<file path="src/fwl_pkg.sv">
// ----------------------------------------------------------------------------
// fwl_pkg
// Shared constants, codes and helpers of the flash record store.
// ----------------------------------------------------------------------------
package fwl_pkg;

  localparam int PAGE_BYTES       = 2048;
  localparam int PAGE_COUNT       = 2;
  localparam int MAX_RECORD_WORDS = 32;

  localparam int PAGE_WORDS  = PAGE_BYTES / 4;
  localparam int FLASH_WORDS = PAGE_WORDS * PAGE_COUNT;
  localparam int CAP_WORDS   = (MAX_RECORD_WORDS < 32) ? MAX_RECORD_WORDS : 32;
  localparam int CAP_BYTES   = CAP_WORDS * 4;

  localparam int FA_W   = $clog2(FLASH_WORDS);
  localparam int OFF_W  = $clog2(PAGE_WORDS + 1);
  localparam int PG_W   = (PAGE_COUNT > 1) ? $clog2(PAGE_COUNT) : 1;
  localparam int SA_W   = (MAX_RECORD_WORDS > 1) ? $clog2(MAX_RECORD_WORDS) : 1;
  localparam int WCNT_W = $clog2(CAP_WORDS + 2);
  localparam int SUM_W  = $clog2(CAP_BYTES * 255 + 1);

  localparam int CMD_W  = 3;
  localparam int ADDR_W = 10;
  localparam int DATA_W = 32;
  localparam int KIND_W = 3;
  localparam int RB_W   = 8;

  localparam logic [DATA_W-1:0] ALL_ONES  = 32'hffff_ffff;
  localparam logic [RB_W-1:0]   RB_RESET  = 8'd4;

  typedef enum logic [CMD_W-1:0] {
    CMD_STAGE    = 3'd0,
    CMD_COMMIT   = 3'd1,
    CMD_READ     = 3'd2,
    CMD_RAW_PROG = 3'd3,
    CMD_RAW_READ = 3'd4
  } cmd_t;

  typedef enum logic [KIND_W-1:0] {
    KIND_RECORD    = 3'd0,
    KIND_NOT_FOUND = 3'd1,
    KIND_COMMIT_OK = 3'd2,
    KIND_VERIFY_NG = 3'd3,
    KIND_RAW       = 3'd4
  } kind_t;

  typedef enum logic [3:0] {
    ST_CLEAR,
    ST_IDLE,
    ST_SCAN,
    ST_DECIDE,
    ST_CWORDS,
    ST_CHDR_WR,
    ST_ERASE,
    ST_EMIT,
    ST_RD_ADDR,
    ST_RD_EMIT,
    ST_RAW_WR,
    ST_RAW_CAP
  } state_t;

  function automatic logic [FA_W-1:0] flash_addr(input logic [PG_W-1:0] pg,
                                                 input logic [OFF_W-1:0] off);
    return FA_W'(int'(pg) * PAGE_WORDS + int'(off));
  endfunction

  // sum of the bytes of a word that fall inside the remaining record length
  function automatic logic [9:0] byte_sum(input logic [31:0] w, input logic [RB_W-1:0] rem);
    logic [9:0] s;
    s = '0;
    for (int k = 0; k < 4; k++) begin
      if (int'(rem) > k) s = s + 10'(w[8*k +: 8]);
    end
    return s;
  endfunction

  function automatic logic [31:0] byte_mask(input logic [RB_W-1:0] rem);
    logic [31:0] m;
    m = '0;
    for (int k = 0; k < 4; k++) begin
      if (int'(rem) > k) m[8*k +: 8] = 8'hff;
    end
    return m;
  endfunction

  function automatic logic [RB_W-1:0] rem_dec(input logic [RB_W-1:0] rem);
    return (rem > RB_W'(4)) ? rem - RB_W'(4) : '0;
  endfunction

endpackage

</file>
<file path="src/fwl_req_if.sv">
// ----------------------------------------------------------------------------
// fwl_req_if
// Command request channel of the flash record store.
// ----------------------------------------------------------------------------
interface fwl_req_if;
  logic                         valid;
  logic                         ready;
  logic [fwl_pkg::CMD_W-1:0]    cmd;
  logic [fwl_pkg::ADDR_W-1:0]   address;
  logic [fwl_pkg::DATA_W-1:0]   data;

  modport source (output valid, output cmd, output address, output data, input ready);
  modport sink   (input valid, input cmd, input address, input data, output ready);
endinterface

</file>
<file path="src/fwl_rsp_if.sv">
// ----------------------------------------------------------------------------
// fwl_rsp_if
// Result channel of the flash record store.
// ----------------------------------------------------------------------------
interface fwl_rsp_if;
  logic                         valid;
  logic                         ready;
  logic [fwl_pkg::KIND_W-1:0]   kind;
  logic [fwl_pkg::DATA_W-1:0]   data_res;
  logic [fwl_pkg::ADDR_W-1:0]   slot_address;
  logic                         last;

  modport source (output valid, output kind, output data_res, output slot_address,
                  output last, input ready);
  modport sink   (input valid, input kind, input data_res, input slot_address,
                  input last, output ready);
endinterface

</file>
<file path="src/fwl_cfg_if.sv">
// ----------------------------------------------------------------------------
// fwl_cfg_if
// Record length register write channel.
// ----------------------------------------------------------------------------
interface fwl_cfg_if;
  logic                       valid;
  logic                       ready;
  logic [fwl_pkg::RB_W-1:0]   data;

  modport source (output valid, output data, input ready);
  modport sink   (input valid, input data, output ready);
endinterface

</file>
<file path="src/fwl_ctrl.sv">
// ----------------------------------------------------------------------------
// fwl_ctrl
// Command sequencer: slot scan, commit read-modify-write, erase sweeps,
// record readout, staging buffer and result register.
// ----------------------------------------------------------------------------
module fwl_ctrl (
  input  logic                     clk,
  input  logic                     rst,
  fwl_req_if.sink                  req,
  fwl_rsp_if.source                rsp,
  fwl_cfg_if.sink                  cfg,
  output logic                     ram_we,
  output logic [fwl_pkg::FA_W-1:0] ram_waddr,
  output logic [31:0]              ram_wdata,
  output logic                     ram_re,
  output logic [fwl_pkg::FA_W-1:0] ram_raddr,
  input  logic [31:0]              ram_rdata
);
  import fwl_pkg::*;

  state_t state, state_next;

  logic [RB_W-1:0]   rb;
  logic [RB_W-1:0]   rb_eff;
  logic [WCNT_W-1:0] words;
  logic [WCNT_W-1:0] sw;

  cmd_t              cmd_q;
  logic [ADDR_W-1:0] addr_q;
  logic [31:0]       data_q;

  logic [31:0] stage [MAX_RECORD_WORDS];
  logic [31:0] sdata;

  // scan issue side
  logic [PG_W-1:0]   pg;
  logic [OFF_W-1:0]  off;
  logic [WCNT_W-1:0] j;
  logic [OFF_W-1:0]  cur_base;
  logic              fits;
  logic              pg_last;
  // scan return side
  logic              t_vld;
  logic [WCNT_W-1:0] t_j;
  logic [PG_W-1:0]   t_pg;
  logic [OFF_W-1:0]  t_off;
  logic [31:0]       hdr;
  logic [SUM_W-1:0]  sum;
  logic [SUM_W-1:0]  sum_new;
  logic [RB_W-1:0]   rem;
  logic              any_f;
  logic [PG_W-1:0]   any_pg;
  logic [OFF_W-1:0]  any_off;
  logic              val_f;
  logic [PG_W-1:0]   val_pg;
  logic [OFF_W-1:0]  val_off;

  // commit
  logic [PG_W-1:0]   wr_pg;
  logic [OFF_W-1:0]  wr_off;
  logic [WCNT_W-1:0] i;
  logic              w_vld;
  logic [FA_W-1:0]   w_addr;
  logic [SUM_W-1:0]  cs_sum;
  logic [SUM_W-1:0]  wsum;
  logic [31:0]       w_word;

  // erase sweep
  logic [PG_W-1:0]   e_pg;
  logic [OFF_W-1:0]  e_off;
  logic              e_end;

  kind_t             res_kind;
  logic [31:0]       res_data;
  logic [ADDR_W-1:0] res_addr;

  logic              out_valid;
  kind_t             out_kind;
  logic [31:0]       out_data;
  logic [ADDR_W-1:0] out_addr;
  logic              out_last;
  logic              out_free;
  logic              raw_in_range;

  always_comb begin
    rb_eff = rb;
    if (rb == '0) rb_eff = RB_W'(1);
    if (int'(rb) > CAP_BYTES) rb_eff = RB_W'(CAP_BYTES);
  end

  assign words        = WCNT_W'(({1'b0, rb_eff} + 9'd3) >> 2);
  assign sw           = words + WCNT_W'(1);
  assign fits         = (int'(off) + int'(sw)) <= PAGE_WORDS;
  assign pg_last      = int'(pg) == PAGE_COUNT - 1;
  assign e_end        = (int'(e_pg) == PAGE_COUNT - 1) && (int'(e_off) == PAGE_WORDS - 1);
  assign out_free     = !out_valid || rsp.ready;
  assign raw_in_range = int'(req.address) < FLASH_WORDS;
  assign sum_new      = sum + SUM_W'(byte_sum(ram_rdata, rem));
  assign w_word       = ram_rdata & sdata;

  assign cfg.ready        = 1'b1;
  assign req.ready        = (state == ST_IDLE);
  assign rsp.valid        = out_valid;
  assign rsp.kind         = out_kind;
  assign rsp.data_res     = out_data;
  assign rsp.slot_address = out_addr;
  assign rsp.last         = out_last;

  always_ff @(posedge clk) begin
    if (rst) state <= ST_CLEAR;
    else     state <= state_next;
  end

  always_comb begin
    state_next = state;
    ram_we     = 1'b0;
    ram_waddr  = '0;
    ram_wdata  = '0;
    ram_re     = 1'b0;
    ram_raddr  = '0;
    if (w_vld) begin
      ram_we    = 1'b1;
      ram_waddr = w_addr;
      ram_wdata = w_word;
    end
    case (state)
      ST_CLEAR: begin
        ram_we    = 1'b1;
        ram_waddr = flash_addr(e_pg, e_off);
        ram_wdata = ALL_ONES;
        if (e_end) state_next = ST_IDLE;
      end
      ST_IDLE: begin
        if (req.valid) begin
          case (req.cmd)
            CMD_COMMIT, CMD_READ: state_next = ST_SCAN;
            CMD_RAW_PROG: begin
              if (raw_in_range) begin
                ram_re     = 1'b1;
                ram_raddr  = FA_W'(req.address);
                state_next = ST_RAW_WR;
              end
            end
            CMD_RAW_READ: begin
              if (raw_in_range) begin
                ram_re     = 1'b1;
                ram_raddr  = FA_W'(req.address);
                state_next = ST_RAW_CAP;
              end else begin
                state_next = ST_EMIT;
              end
            end
            default: state_next = ST_IDLE;
          endcase
        end
      end
      ST_SCAN: begin
        if (j == '0 && !fits) begin
          if (pg_last) state_next = ST_DECIDE;
        end else begin
          ram_re    = 1'b1;
          ram_raddr = flash_addr(pg, off);
        end
      end
      ST_DECIDE: begin
        if (cmd_q == CMD_COMMIT) state_next = ST_CWORDS;
        else if (val_f)          state_next = ST_RD_ADDR;
        else                     state_next = ST_EMIT;
      end
      ST_CWORDS: begin
        ram_re = 1'b1;
        if (i < words) begin
          ram_raddr = flash_addr(wr_pg, OFF_W'(int'(wr_off) + 1 + int'(i)));
        end else begin
          ram_raddr  = flash_addr(wr_pg, wr_off);
          state_next = ST_CHDR_WR;
        end
      end
      ST_CHDR_WR: begin
        ram_we     = 1'b1;
        ram_waddr  = flash_addr(wr_pg, wr_off);
        ram_wdata  = ram_rdata & 32'(cs_sum);
        state_next = (cs_sum == wsum) ? ST_ERASE : ST_EMIT;
      end
      ST_ERASE: begin
        ram_we    = (e_pg != wr_pg);
        ram_waddr = flash_addr(e_pg, e_off);
        ram_wdata = ALL_ONES;
        if (e_end) state_next = ST_EMIT;
      end
      ST_EMIT: begin
        if (out_free) state_next = ST_IDLE;
      end
      ST_RD_ADDR: begin
        ram_re     = 1'b1;
        ram_raddr  = flash_addr(val_pg, OFF_W'(int'(val_off) + 1 + int'(i)));
        state_next = ST_RD_EMIT;
      end
      ST_RD_EMIT: begin
        if (out_free) state_next = (i == words - WCNT_W'(1)) ? ST_IDLE : ST_RD_ADDR;
      end
      ST_RAW_WR: begin
        ram_we     = 1'b1;
        ram_waddr  = FA_W'(addr_q);
        ram_wdata  = ram_rdata & data_q;
        state_next = ST_IDLE;
      end
      ST_RAW_CAP: state_next = ST_EMIT;
      default:    state_next = ST_IDLE;
    endcase
  end

  always_ff @(posedge clk) begin
    if (rst) begin
      rb        <= RB_RESET;
      out_valid <= 1'b0;
      t_vld     <= 1'b0;
      w_vld     <= 1'b0;
      e_pg      <= '0;
      e_off     <= '0;
      for (int k = 0; k < MAX_RECORD_WORDS; k++) stage[k] <= '0;
    end else begin
      t_vld <= 1'b0;
      w_vld <= 1'b0;
      if (cfg.valid) rb <= cfg.data;
      if (rsp.valid && rsp.ready) out_valid <= 1'b0;

      // slot scan return path
      if (t_vld) begin
        if (t_j == '0) begin
          hdr <= ram_rdata;
          sum <= '0;
          rem <= rb_eff;
        end else begin
          sum <= sum_new;
          rem <= rem_dec(rem);
          if (t_j == words && hdr != ALL_ONES) begin
            any_f   <= 1'b1;
            any_pg  <= t_pg;
            any_off <= t_off;
            if (hdr == 32'(sum_new)) begin
              val_f   <= 1'b1;
              val_pg  <= t_pg;
              val_off <= t_off;
            end
          end
        end
      end

      // commit word return path
      if (w_vld) begin
        cs_sum <= cs_sum + SUM_W'(byte_sum(sdata, rem));
        wsum   <= wsum + SUM_W'(byte_sum(w_word, rem));
        rem    <= rem_dec(rem);
      end

      case (state)
        ST_CLEAR, ST_ERASE: begin
          if (int'(e_off) == PAGE_WORDS - 1) begin
            e_off <= '0;
            e_pg  <= (int'(e_pg) == PAGE_COUNT - 1) ? '0 : e_pg + PG_W'(1);
          end else begin
            e_off <= e_off + OFF_W'(1);
          end
        end
        ST_IDLE: begin
          if (req.valid) begin
            cmd_q  <= cmd_t'(req.cmd);
            addr_q <= req.address;
            data_q <= req.data;
            pg     <= '0;
            off    <= '0;
            j      <= '0;
            any_f  <= 1'b0;
            val_f  <= 1'b0;
            if (req.cmd == CMD_STAGE && int'(req.address) < MAX_RECORD_WORDS) begin
              stage[SA_W'(req.address)] <= req.data;
            end
            res_kind <= KIND_RAW;
            res_data <= ALL_ONES;
            res_addr <= req.address;
          end
        end
        ST_SCAN: begin
          if (j == '0 && !fits) begin
            if (!pg_last) begin
              pg  <= pg + PG_W'(1);
              off <= '0;
            end
          end else begin
            t_vld <= 1'b1;
            t_j   <= j;
            t_pg  <= pg;
            t_off <= (j == '0) ? off : cur_base;
            if (j == '0) cur_base <= off;
            off <= off + OFF_W'(1);
            j   <= (j == words) ? '0 : j + WCNT_W'(1);
          end
        end
        ST_DECIDE: begin
          i        <= '0;
          rem      <= rb_eff;
          cs_sum   <= '0;
          wsum     <= '0;
          res_kind <= KIND_NOT_FOUND;
          res_data <= '0;
          res_addr <= '0;
          // slot after the newest written one, wrapping to the next page
          if (!any_f) begin
            wr_pg  <= '0;
            wr_off <= '0;
          end else if (int'(any_off) + 2 * int'(sw) > PAGE_WORDS) begin
            wr_off <= '0;
            wr_pg  <= (int'(any_pg) == PAGE_COUNT - 1) ? '0 : any_pg + PG_W'(1);
          end else begin
            wr_pg  <= any_pg;
            wr_off <= OFF_W'(int'(any_off) + int'(sw));
          end
        end
        ST_CWORDS: begin
          if (i < words) begin
            sdata  <= stage[SA_W'(i)];
            w_vld  <= 1'b1;
            w_addr <= flash_addr(wr_pg, OFF_W'(int'(wr_off) + 1 + int'(i)));
            i      <= i + WCNT_W'(1);
          end
        end
        ST_CHDR_WR: begin
          res_kind <= (cs_sum == wsum) ? KIND_COMMIT_OK : KIND_VERIFY_NG;
          res_data <= 32'(cs_sum);
          res_addr <= ADDR_W'(flash_addr(wr_pg, wr_off));
          e_pg     <= '0;
          e_off    <= '0;
        end
        ST_EMIT: begin
          if (out_free) begin
            out_valid <= 1'b1;
            out_kind  <= res_kind;
            out_data  <= res_data;
            out_addr  <= res_addr;
            out_last  <= 1'b1;
          end
        end
        ST_RD_EMIT: begin
          if (out_free) begin
            out_valid <= 1'b1;
            out_kind  <= KIND_RECORD;
            out_data  <= ram_rdata & byte_mask(rem);
            out_addr  <= ADDR_W'(flash_addr(val_pg, val_off));
            out_last  <= (i == words - WCNT_W'(1));
            i         <= i + WCNT_W'(1);
            rem       <= rem_dec(rem);
          end
        end
        ST_RAW_CAP: begin
          res_kind <= KIND_RAW;
          res_data <= ram_rdata;
          res_addr <= addr_q;
        end
        default: ;
      endcase
    end
  end
endmodule

</file>
<file path="src/flat_wrapper.sv">
// flat-port wrapper written by rule: the top's interface ports become plain ports
module fwl_ctrl_flat import fwl_pkg::*;
  (clk, rst, ram_we, ram_waddr, ram_wdata, ram_re, ram_raddr, ram_rdata, req_valid, req_cmd, req_address, req_data, req_ready, rsp_valid, rsp_kind, rsp_data_res, rsp_slot_address, rsp_last, rsp_ready, cfg_valid, cfg_data, cfg_ready);
  fwl_req_if req_i ();
  fwl_rsp_if rsp_i ();
  fwl_cfg_if cfg_i ();
  input  logic clk;
  input  logic rst;
  output logic ram_we;
  output logic [fwl_pkg::FA_W-1:0] ram_waddr;
  output logic [31:0] ram_wdata;
  output logic ram_re;
  output logic [fwl_pkg::FA_W-1:0] ram_raddr;
  input  logic [31:0] ram_rdata;
  input wire logic [$bits(req_i.valid)-1:0] req_valid;
  input wire logic [$bits(req_i.cmd)-1:0] req_cmd;
  input wire logic [$bits(req_i.address)-1:0] req_address;
  input wire logic [$bits(req_i.data)-1:0] req_data;
  output wire logic [$bits(req_i.ready)-1:0] req_ready;
  output wire logic [$bits(rsp_i.valid)-1:0] rsp_valid;
  output wire logic [$bits(rsp_i.kind)-1:0] rsp_kind;
  output wire logic [$bits(rsp_i.data_res)-1:0] rsp_data_res;
  output wire logic [$bits(rsp_i.slot_address)-1:0] rsp_slot_address;
  output wire logic [$bits(rsp_i.last)-1:0] rsp_last;
  input wire logic [$bits(rsp_i.ready)-1:0] rsp_ready;
  input wire logic [$bits(cfg_i.valid)-1:0] cfg_valid;
  input wire logic [$bits(cfg_i.data)-1:0] cfg_data;
  output wire logic [$bits(cfg_i.ready)-1:0] cfg_ready;
  assign req_i.valid = req_valid;
  assign req_i.cmd = req_cmd;
  assign req_i.address = req_address;
  assign req_i.data = req_data;
  assign req_ready = req_i.ready;
  assign rsp_valid = rsp_i.valid;
  assign rsp_kind = rsp_i.kind;
  assign rsp_data_res = rsp_i.data_res;
  assign rsp_slot_address = rsp_i.slot_address;
  assign rsp_last = rsp_i.last;
  assign rsp_i.ready = rsp_ready;
  assign cfg_i.valid = cfg_valid;
  assign cfg_i.data = cfg_data;
  assign cfg_ready = cfg_i.ready;
  fwl_ctrl u_core (.clk(clk), .rst(rst), .req(req_i), .rsp(rsp_i), .cfg(cfg_i), .ram_we(ram_we), .ram_waddr(ram_waddr), .ram_wdata(ram_wdata), .ram_re(ram_re), .ram_raddr(ram_raddr), .ram_rdata(ram_rdata));
endmodule
</file>
<file path="config.mk">
export PLATFORM = sky130hd
export DESIGN_NAME = fwl_ctrl_flat
export DESIGN_NICKNAME = d
export VERILOG_FILES = /design/src/fwl_pkg.sv /design/src/fwl_req_if.sv /design/src/fwl_rsp_if.sv /design/src/fwl_cfg_if.sv /design/src/fwl_ctrl.sv /design/src/flat_wrapper.sv
export SDC_FILE = /design/constraint.sdc
export NUM_CORES = 2
export LEC_CHECK = 0
export BUFFER_PORTS_ARGS = -buffer_cell sky130_fd_sc_hd__buf_2
export CAP_MARGIN = 20
export CELL_PAD_IN_SITES_DETAIL_PLACEMENT = 1
export CELL_PAD_IN_SITES_GLOBAL_PLACEMENT = 1
export CORE_MARGIN = 8
export CORE_UTILIZATION = 53
export CTS_CLUSTER_DIAMETER = 50
export CTS_CLUSTER_SIZE = 16
export DETAILED_ROUTE_END_ITERATION = 8
export PLACE_DENSITY = 0.77
export SLEW_MARGIN = 5
export SYNTH_ARGS = -nofsm -noshare
export SYNTH_HDL_FRONTEND = slang
export SYNTH_SLANG_ARGS = --single-unit
export TNS_END_PERCENT = 1
</file>
<file path="constraint.sdc">
create_clock -name clk -period 10.8 [get_ports clk]
set_clock_uncertainty 0.1 [all_clocks]
set_input_delay 0.54 -clock clk [delete_from_list [all_inputs] [get_ports clk]]
set_output_delay 0.54 -clock clk [all_outputs]
set_load 0.1 [all_outputs]
</file>
**Word-level counts from Yosys, hierarchy flattened**

Memories as Yosys holds them, arrays and structs flattened. A register that Yosys moved wholly into a read port is not among the register bits.
Index checks and enable logic that the tools add are counted.

- Bitwise operators: 10
- Mux-type cells: 149
- Reductions and logical operators: 47
- $lt $le $gt $ge: 10
- Add/subtract/negate cells: 36
- Equality and inequality tests: 36
- Div/mod/pow operators: 0
- Multiply operators: 0
- Shift operators: 0

Operators with widths:

| cell | number |
|---|---|
| 10-bit two-way mux | 37 |
| 8-bit two-way mux | 26 |
| 32-bit two-way mux | 5 |
| 32-bit one-hot mux with 4 select lines | 1 |
| 32-bit AND | 3 |
| 32-bit one-hot mux with 3 select lines | 1 |
| 10-bit by 8-bit adder with 10-bit output | 9 |
| 10-bit one-hot mux with 4 select lines | 2 |
| 32-bit one-hot mux with 2 select lines | 1 |
| 10-bit adder | 6 |
| 10-bit one-hot mux with 2 select lines | 3 |
| 15-bit by 10-bit adder with 15-bit output | 3 |
| 4-bit two-way mux | 11 |
| 4-bit one-hot mux with 11 select lines | 1 |
| 10-bit by 1-bit adder with 10-bit output, second input constant | 4 |
| 1-bit two-way mux | 38 |
| 32-bit by 15-bit AND with 32-bit output | 1 |
| 32-bit by 15-bit equality test with 1-bit output | 1 |
| 32-bit by 11-bit > comparator with 1-bit output, second input constant | 1 |
| 32-bit by 11-bit <= comparator with 1-bit output, second input constant | 1 |
| 32-bit != test, second input constant | 1 |
| 32-bit OR reduction | 1 |
| 15-bit two-way mux | 2 |
| 6-bit two-way mux | 5 |
| 58 further kinds | 124 |

- Bits in read-only memories: 0
- Bits in latches: 0
- Output and inout bits: 103
- Memories kept: 1
- Word-level logic and storage cells: 327
- Input bits: 90
- RAM bits: 1024
- Register bits: 332

Memory list:

| memory | words | bits a word | rd ports | clocked after Yosys merged registers in | wr ports | RTL line | source |
|---|---|---|---|---|---|---|---|
| u_core.stage | 32 | 32 | 1 | 1 | 32 | fwl_ctrl.sv:32 | `logic [31:0] stage [MAX_RECORD_WORDS];` |

**Logic depth before layout (Yosys ltp)**

- Word-level depth: 18
- Gate-level depth with buffers: 37
- Mapped depth without buffers: 36

**Worst setup path before layout**

No wires, ideal clock.

- Path type: register -> register
- Start point: register u_core.rem[7]
- End point: register u_core.val_off[0], enable pin
- Stages on the path, launching flop included: 35
- Library setup time: 412 ps
- Path slack: 2240 ps
- Buffers on the path: 1
- Clock period less this slack: 8560 ps
- Arrival time: 8048 ps
- Data required time: 10288 ps
- Cells stage by stage: edfxtp_1 > nor4_4 > nand3_1 > clkbuf_1 > nand2_1 > inv_1 > ha_1 > ha_1 > a21o_1 > maj3_2 > maj3_2 > a2111o_1 > and3_4 > o31ai_2 > ha_1 > o21ai_0 > o21a_1 > nor2_1 > mux2_2 > ha_1 > and2_1 > o21ai_0 > o21ai_0 > nand2_1 > xnor2_1 > mux2i_1 > ha_1 > a21oi_1 > nor2b_1 > o21ai_0 > nand4_1 > a2111oi_0 > and4bb_1 > nand4_1 > nor4b_1

- Longest elaborated chain between the ends: 11
- Elaborated cells on any way between the ends: 14
- Those cells by class: add/sub (4); order compare (4); eq/ne (1); mux (4); reduce/logical (1)

RTL lines:

| item | RTL line | source |
|---|---|---|
| start: declaration | fwl_ctrl.sv:50 | `logic [RB_W-1:0] rem;` |
| start signal: assignment | fwl_ctrl.sv:233 | `rem <= rb_eff;` |
| start signal: assignment | fwl_ctrl.sv:236 | `rem <= rem_dec(rem);` |
| start signal: assignment | fwl_ctrl.sv:254 | `rem <= rem_dec(rem);` |
| 8-bit by 1-bit > comparator with 1-bit output | fwl_pkg.sv:73 | `if (int'(rem) > k) s = s + 10'(w[8*k +: 8]);` |
| 8-bit two-way mux | fwl_pkg.sv:73 |  |
| 10-bit by 8-bit adder with 10-bit output | fwl_pkg.sv:73 |  |
| 10-bit two-way mux | fwl_pkg.sv:73 |  |
| 10-bit by 8-bit adder with 10-bit output | fwl_pkg.sv:73 |  |
| 10-bit two-way mux | fwl_pkg.sv:73 |  |
| 10-bit by 8-bit adder with 10-bit output | fwl_pkg.sv:73 |  |
| 10-bit two-way mux (*) | fwl_pkg.sv:73 |  |
| 15-bit by 10-bit adder with 15-bit output (*) | fwl_ctrl.sv:98 | `assign sum_new = sum + SUM_W'(byte_sum(ram_rdata, rem));` |
| 32-bit by 15-bit equality test with 1-bit output (*) | fwl_ctrl.sv:241 | `if (hdr == 32'(sum_new)) begin` |
| 5-bit AND reduction (no source line) (*) | n/a |  |
| end signal: assignment | fwl_ctrl.sv:244 | `val_off <= t_off;` |
| end: declaration | fwl_ctrl.sv:56 | `logic [OFF_W-1:0] val_off;` |

Mark *: on every way between the ends. The rest lies on a longest branch, timed or not.
A chain may end at the register's enable or synchronous reset.

**Worst setup path after layout**

- Start point: register u_core.rem[6]
- End point: register u_core.val_off[6], enable pin

The elaborated chain is that of the path after synthesis.

==> load_flow_metrics.sql <==
INSERT INTO impl_metrics (metric_group, metric, value, unit) VALUES
('clocking', 'root_buffer', 'clkbuf_16', ''),
('floorplan', 'std_cell_rows', '133', ''),
('synth', 'synth-main-ff-cell', 'edfxtp_1', ''),
('synth', 'synthesis.yosys.warnings', '0', ''),
('worst_setup_path', 'critical_path.startpoint_type', 'flip-flop', ''),
('drt', 'drt.antenna.violating_nets', '0', ''),
('floorplan', 'core', '131000', 'um2'),
('timing', 'timing.slew.headroom', '30.8', '%'),
('min_path', 'worstHoldStart', 'req_address[1]', ''),
('drt', 'dr_total_vias', '45500', ''),
('final_layout', 'share_of_layout_cells_above_drive_strength_1', '19.6', '%'),
('global_route', 'grt_pass1_wl', '332000', 'um'),
('synth', 'post-synth-top-area-fraction', '58.5', '%'),
('flow_run', 'drv_cap', '0', ''),
('power_and_ir_drop', 'powerDensity', '191', 'nW/um2'),
('worst_setup_path', 'critPathLaunch', 'u_core.rem[6]', ''),
('worst_setup_path', 'critical-path-top-cell-by-count', 'ha_1', ''),
('synth', 'synthTopCellsByCount', '1362 x edfxtp_1, 1074 x and2_1, 320 x mux4_2', ''),
('drt', 'initialDrtViolationCount', '5207', ''),
('synth', 'sequential_fraction_of_the_synthesis_area', '59.3', '%'),
('floorplan', 'fp.dieArea', '144000', 'um2'),
('clocking', 'worst_skew_pair.late_latency', '810', 'ps'),
('synth', 'synth_enable_flop_cells', '1362', ''),
('synth', 'synthesis.area_per_instance', '13.6', 'um2'),
('drt', 'post_drt_via_cell_ratio', '6.41', ''),
('worst_setup_path', 'cpLargestDelayFamily', 'simple AND/OR/NAND/NOR gates', ''),
('worst_setup_path', 'crit_path_required_time', '11160', 'ps'),
('power_and_ir_drop', 'leakagePower', '28.8', 'nW'),
('clocking', 'cts_buffers', '146', ''),
('synth', 'ys_types', '95', ''),
('global_route', 'antenna_found_initial', '33', ''),
('global_route', 'first_global_vias', '47600', ''),
('power_and_ir_drop', 'combinational_group_share_of_total_power', '22.8', '%'),
('worst_setup_path', 'endpoint_kind', 'flip-flop', ''),
('place', 'gp_routability_congestion', '0.923', ''),
('floorplan', 'die_width', '379', 'um'),
('power_and_ir_drop', 'clock_power_share', '35.2', '%'),
('place', 'detailedPlacementHpwl', '144000', 'um'),
('global_route', 'grt_start_max_net_pins', '99', ''),
('synth', 'syn-cell-area', '69900', 'um2'),
('timing', 'timing_worst_slew_pin_value', '1040', 'ps'),
('synth', 'netlist_top_cells_area', 'edfxtp_1 59%, mux4_2 10%, and2_1 9.6%', ''),
('floorplan', 'starting_density_of_the_core', '53.3', '%'),
('worst_setup_path', 'critPathSlowestCell', 'nor4_4', ''),
('final_layout', 'final_util', '59.7', '%'),
('worst_setup_path', 'critical_path.max_stage_delay', '580', 'ps'),
('power_and_ir_drop', 'worst_ir_drop_vdd', '0.175', 'mV'),
('timing', 'sum_neg_setup_slack', '0', 'ps'),
('clocking', 'clk_transition_reported_paths', '60', 'ps'),
('run_status', 'status', 'completed', ''),
('worst_setup_path', 'cp_max_fo', '23', ''),
('drt', 'detail_route.wirelength', '231000', 'um'),
('worst_setup_path', 'crit_buf_inv', '3', ''),
('timing', 'hold_viol', '0', ''),
('drt', 'drt-pass1-iter-count', '9', ''),
('clocking', 'cts_tree', 'built', ''),
('clocking', 'cts_resized', '0', ''),
('synth', 'syn_nets', '5376', ''),
('worst_setup_path', 'arr_time_crit_path', '9330', 'ps'),
('drt', 'detail_route.drc_violations', '0', ''),
('clocking', 'htree_levels', '4', ''),
('timing', 'final-max-slew-violation-count', '0', ''),
('clocking', 'clock_sink_count', '1388', ''),
('worst_setup_path', 'timing.rr.start', 'u_core.rem[6]', ''),
('power_and_ir_drop', 'power.internal', '0.0100', 'W'),
('clocking', 'max-clock-path-buffers', '3', ''),
('synth', 'post-synth-top-area-cell', 'edfxtp_1', ''),
('min_path', 'hold_path_class', 'input pin to flip-flop', ''),
('synth', 'synthesis.instances', '5123', ''),
('power_and_ir_drop', 'power.share.switching', '33.2', '%'),
('drt', 'drt-wirelength-per-cell', '32.5', 'um');
[cells in the final DEF (no fill, tap or decap), types with 21 or more instances in the layout]
cell type	Yosys	final
buf_2	45	191
o21a_1	23	23
nor2_2	1	36
mux2_2	64	64
inv_6	0	22
ha_1	147	147
and2_1	1074	1074
dfxtp_1	26	26
nand2_1	226	226
buf_4	1	112
a21oi_1	117	116
o21ai_4	0	32
nand2b_1	28	28
clkbuf_16	0	151
a221o_1	21	21
a22oi_1	23	23
a222oi_1	40	40
nor3_1	40	37
and3_1	30	29
xor2_1	77	77
nor2_1	275	236
o21ai_0	167	134
nand3_1	50	49
edfxtp_1	1362	1362
dlygate4sd3_1	0	28
nor2b_1	37	37
mux4_2	320	320
xnor2_1	108	108
inv_1	118	117
nand4_1	27	27
a21o_1	61	61
[repair_timing]
item                                   in CTS  in global routing
endpoints found under the hold margin      28                  0
hold buffers                               28                  0
buffers inserted                            0                  0
[power groups by stage]
stage                     registers, W  clock network [W]  logic [W]
after global routing           0.00630            0.00548    0.00360
after CTS                      0.00628            0.00531    0.00340
after detailed placement       0.00640                  0    0.00336
after floorplan                0.00634                  0    0.00250
after global placement         0.00638                  0    0.00331
final                          0.00629            0.00526    0.00342
[area by class of cell]
type	instances	area, um2
diodes	14	35.0
flip-flops and latches	1388	41400
multi-input cells	3231	27000
fillers	12400	52900
clock inverters	102	1140
inverters	118	444
repair buffers	333	2120
well taps	1755	2200
clock buffers	165	3840
[metal layers]
metal	part of all wire [%]	vias to the layer above	GRT usage [%]
met5	0.026	-	0
met4	5.0	8	14.2
met3	9.2	510	6.72
met2	49	2389	53.3
met1	37	23500	40.5
li1	-	19200	-
[final timing paths]
check | end | slack, ps | cells past startpoint
worst max-delay path | u_core.val_off[6] | 1830 | 36
worst min-delay path | u_core.addr_q[1] | 50 | 1
worst max register to register | u_core.val_off[6] | 1830 | 36
worst min register to register | u_core.val_pg | 350 | 0
[worst register-to-register path, delay by kind of cell (launching register included)]
family	cells	cell delay [ps]
xor+xnor	1	60
flops	1	480
simple gates	14	2670
compound gates	9	2130
mux	2	550
fa+ha+maj	7	2080
buf+inv	3	570
[logic make-up after synthesis]
family | synth area share (%)
AND/OR/NAND/NOR | 14.9
multiplexers | 11.5
XOR/XNOR | 2.42
other | 0.00537
buffers and inverters | 2.81
adder cells (fa/ha/maj) | 3.14
AO/OA/AOI/OAI | 5.90
flip-flops | 59.3
[sequential cells by signal, summed over array words and instances, names as in the netlist, 32 cells and up]
signal,cells
u_core.stage,1024
u_core.data_q,32
u_core.sdata,32
u_core.hdr,32
u_core.rsp.data_res,32
u_core.res_data,32
[through the flow]
stage / total power [W] / setup slack [ps] / cells
after floorplan: 0.00884 / 2240 / 5123
after global placement: 0.00969 / 2090 / 6796
after detailed placement: 0.00976 / 1910 / 6796
after CTS: 0.0150 / 1870 / 7091
after global routing: 0.0154 / 1240 / 7092
final: 0.0150 / 1830 / 7106
Note: power is estimated with default switching activity, not from simulation.
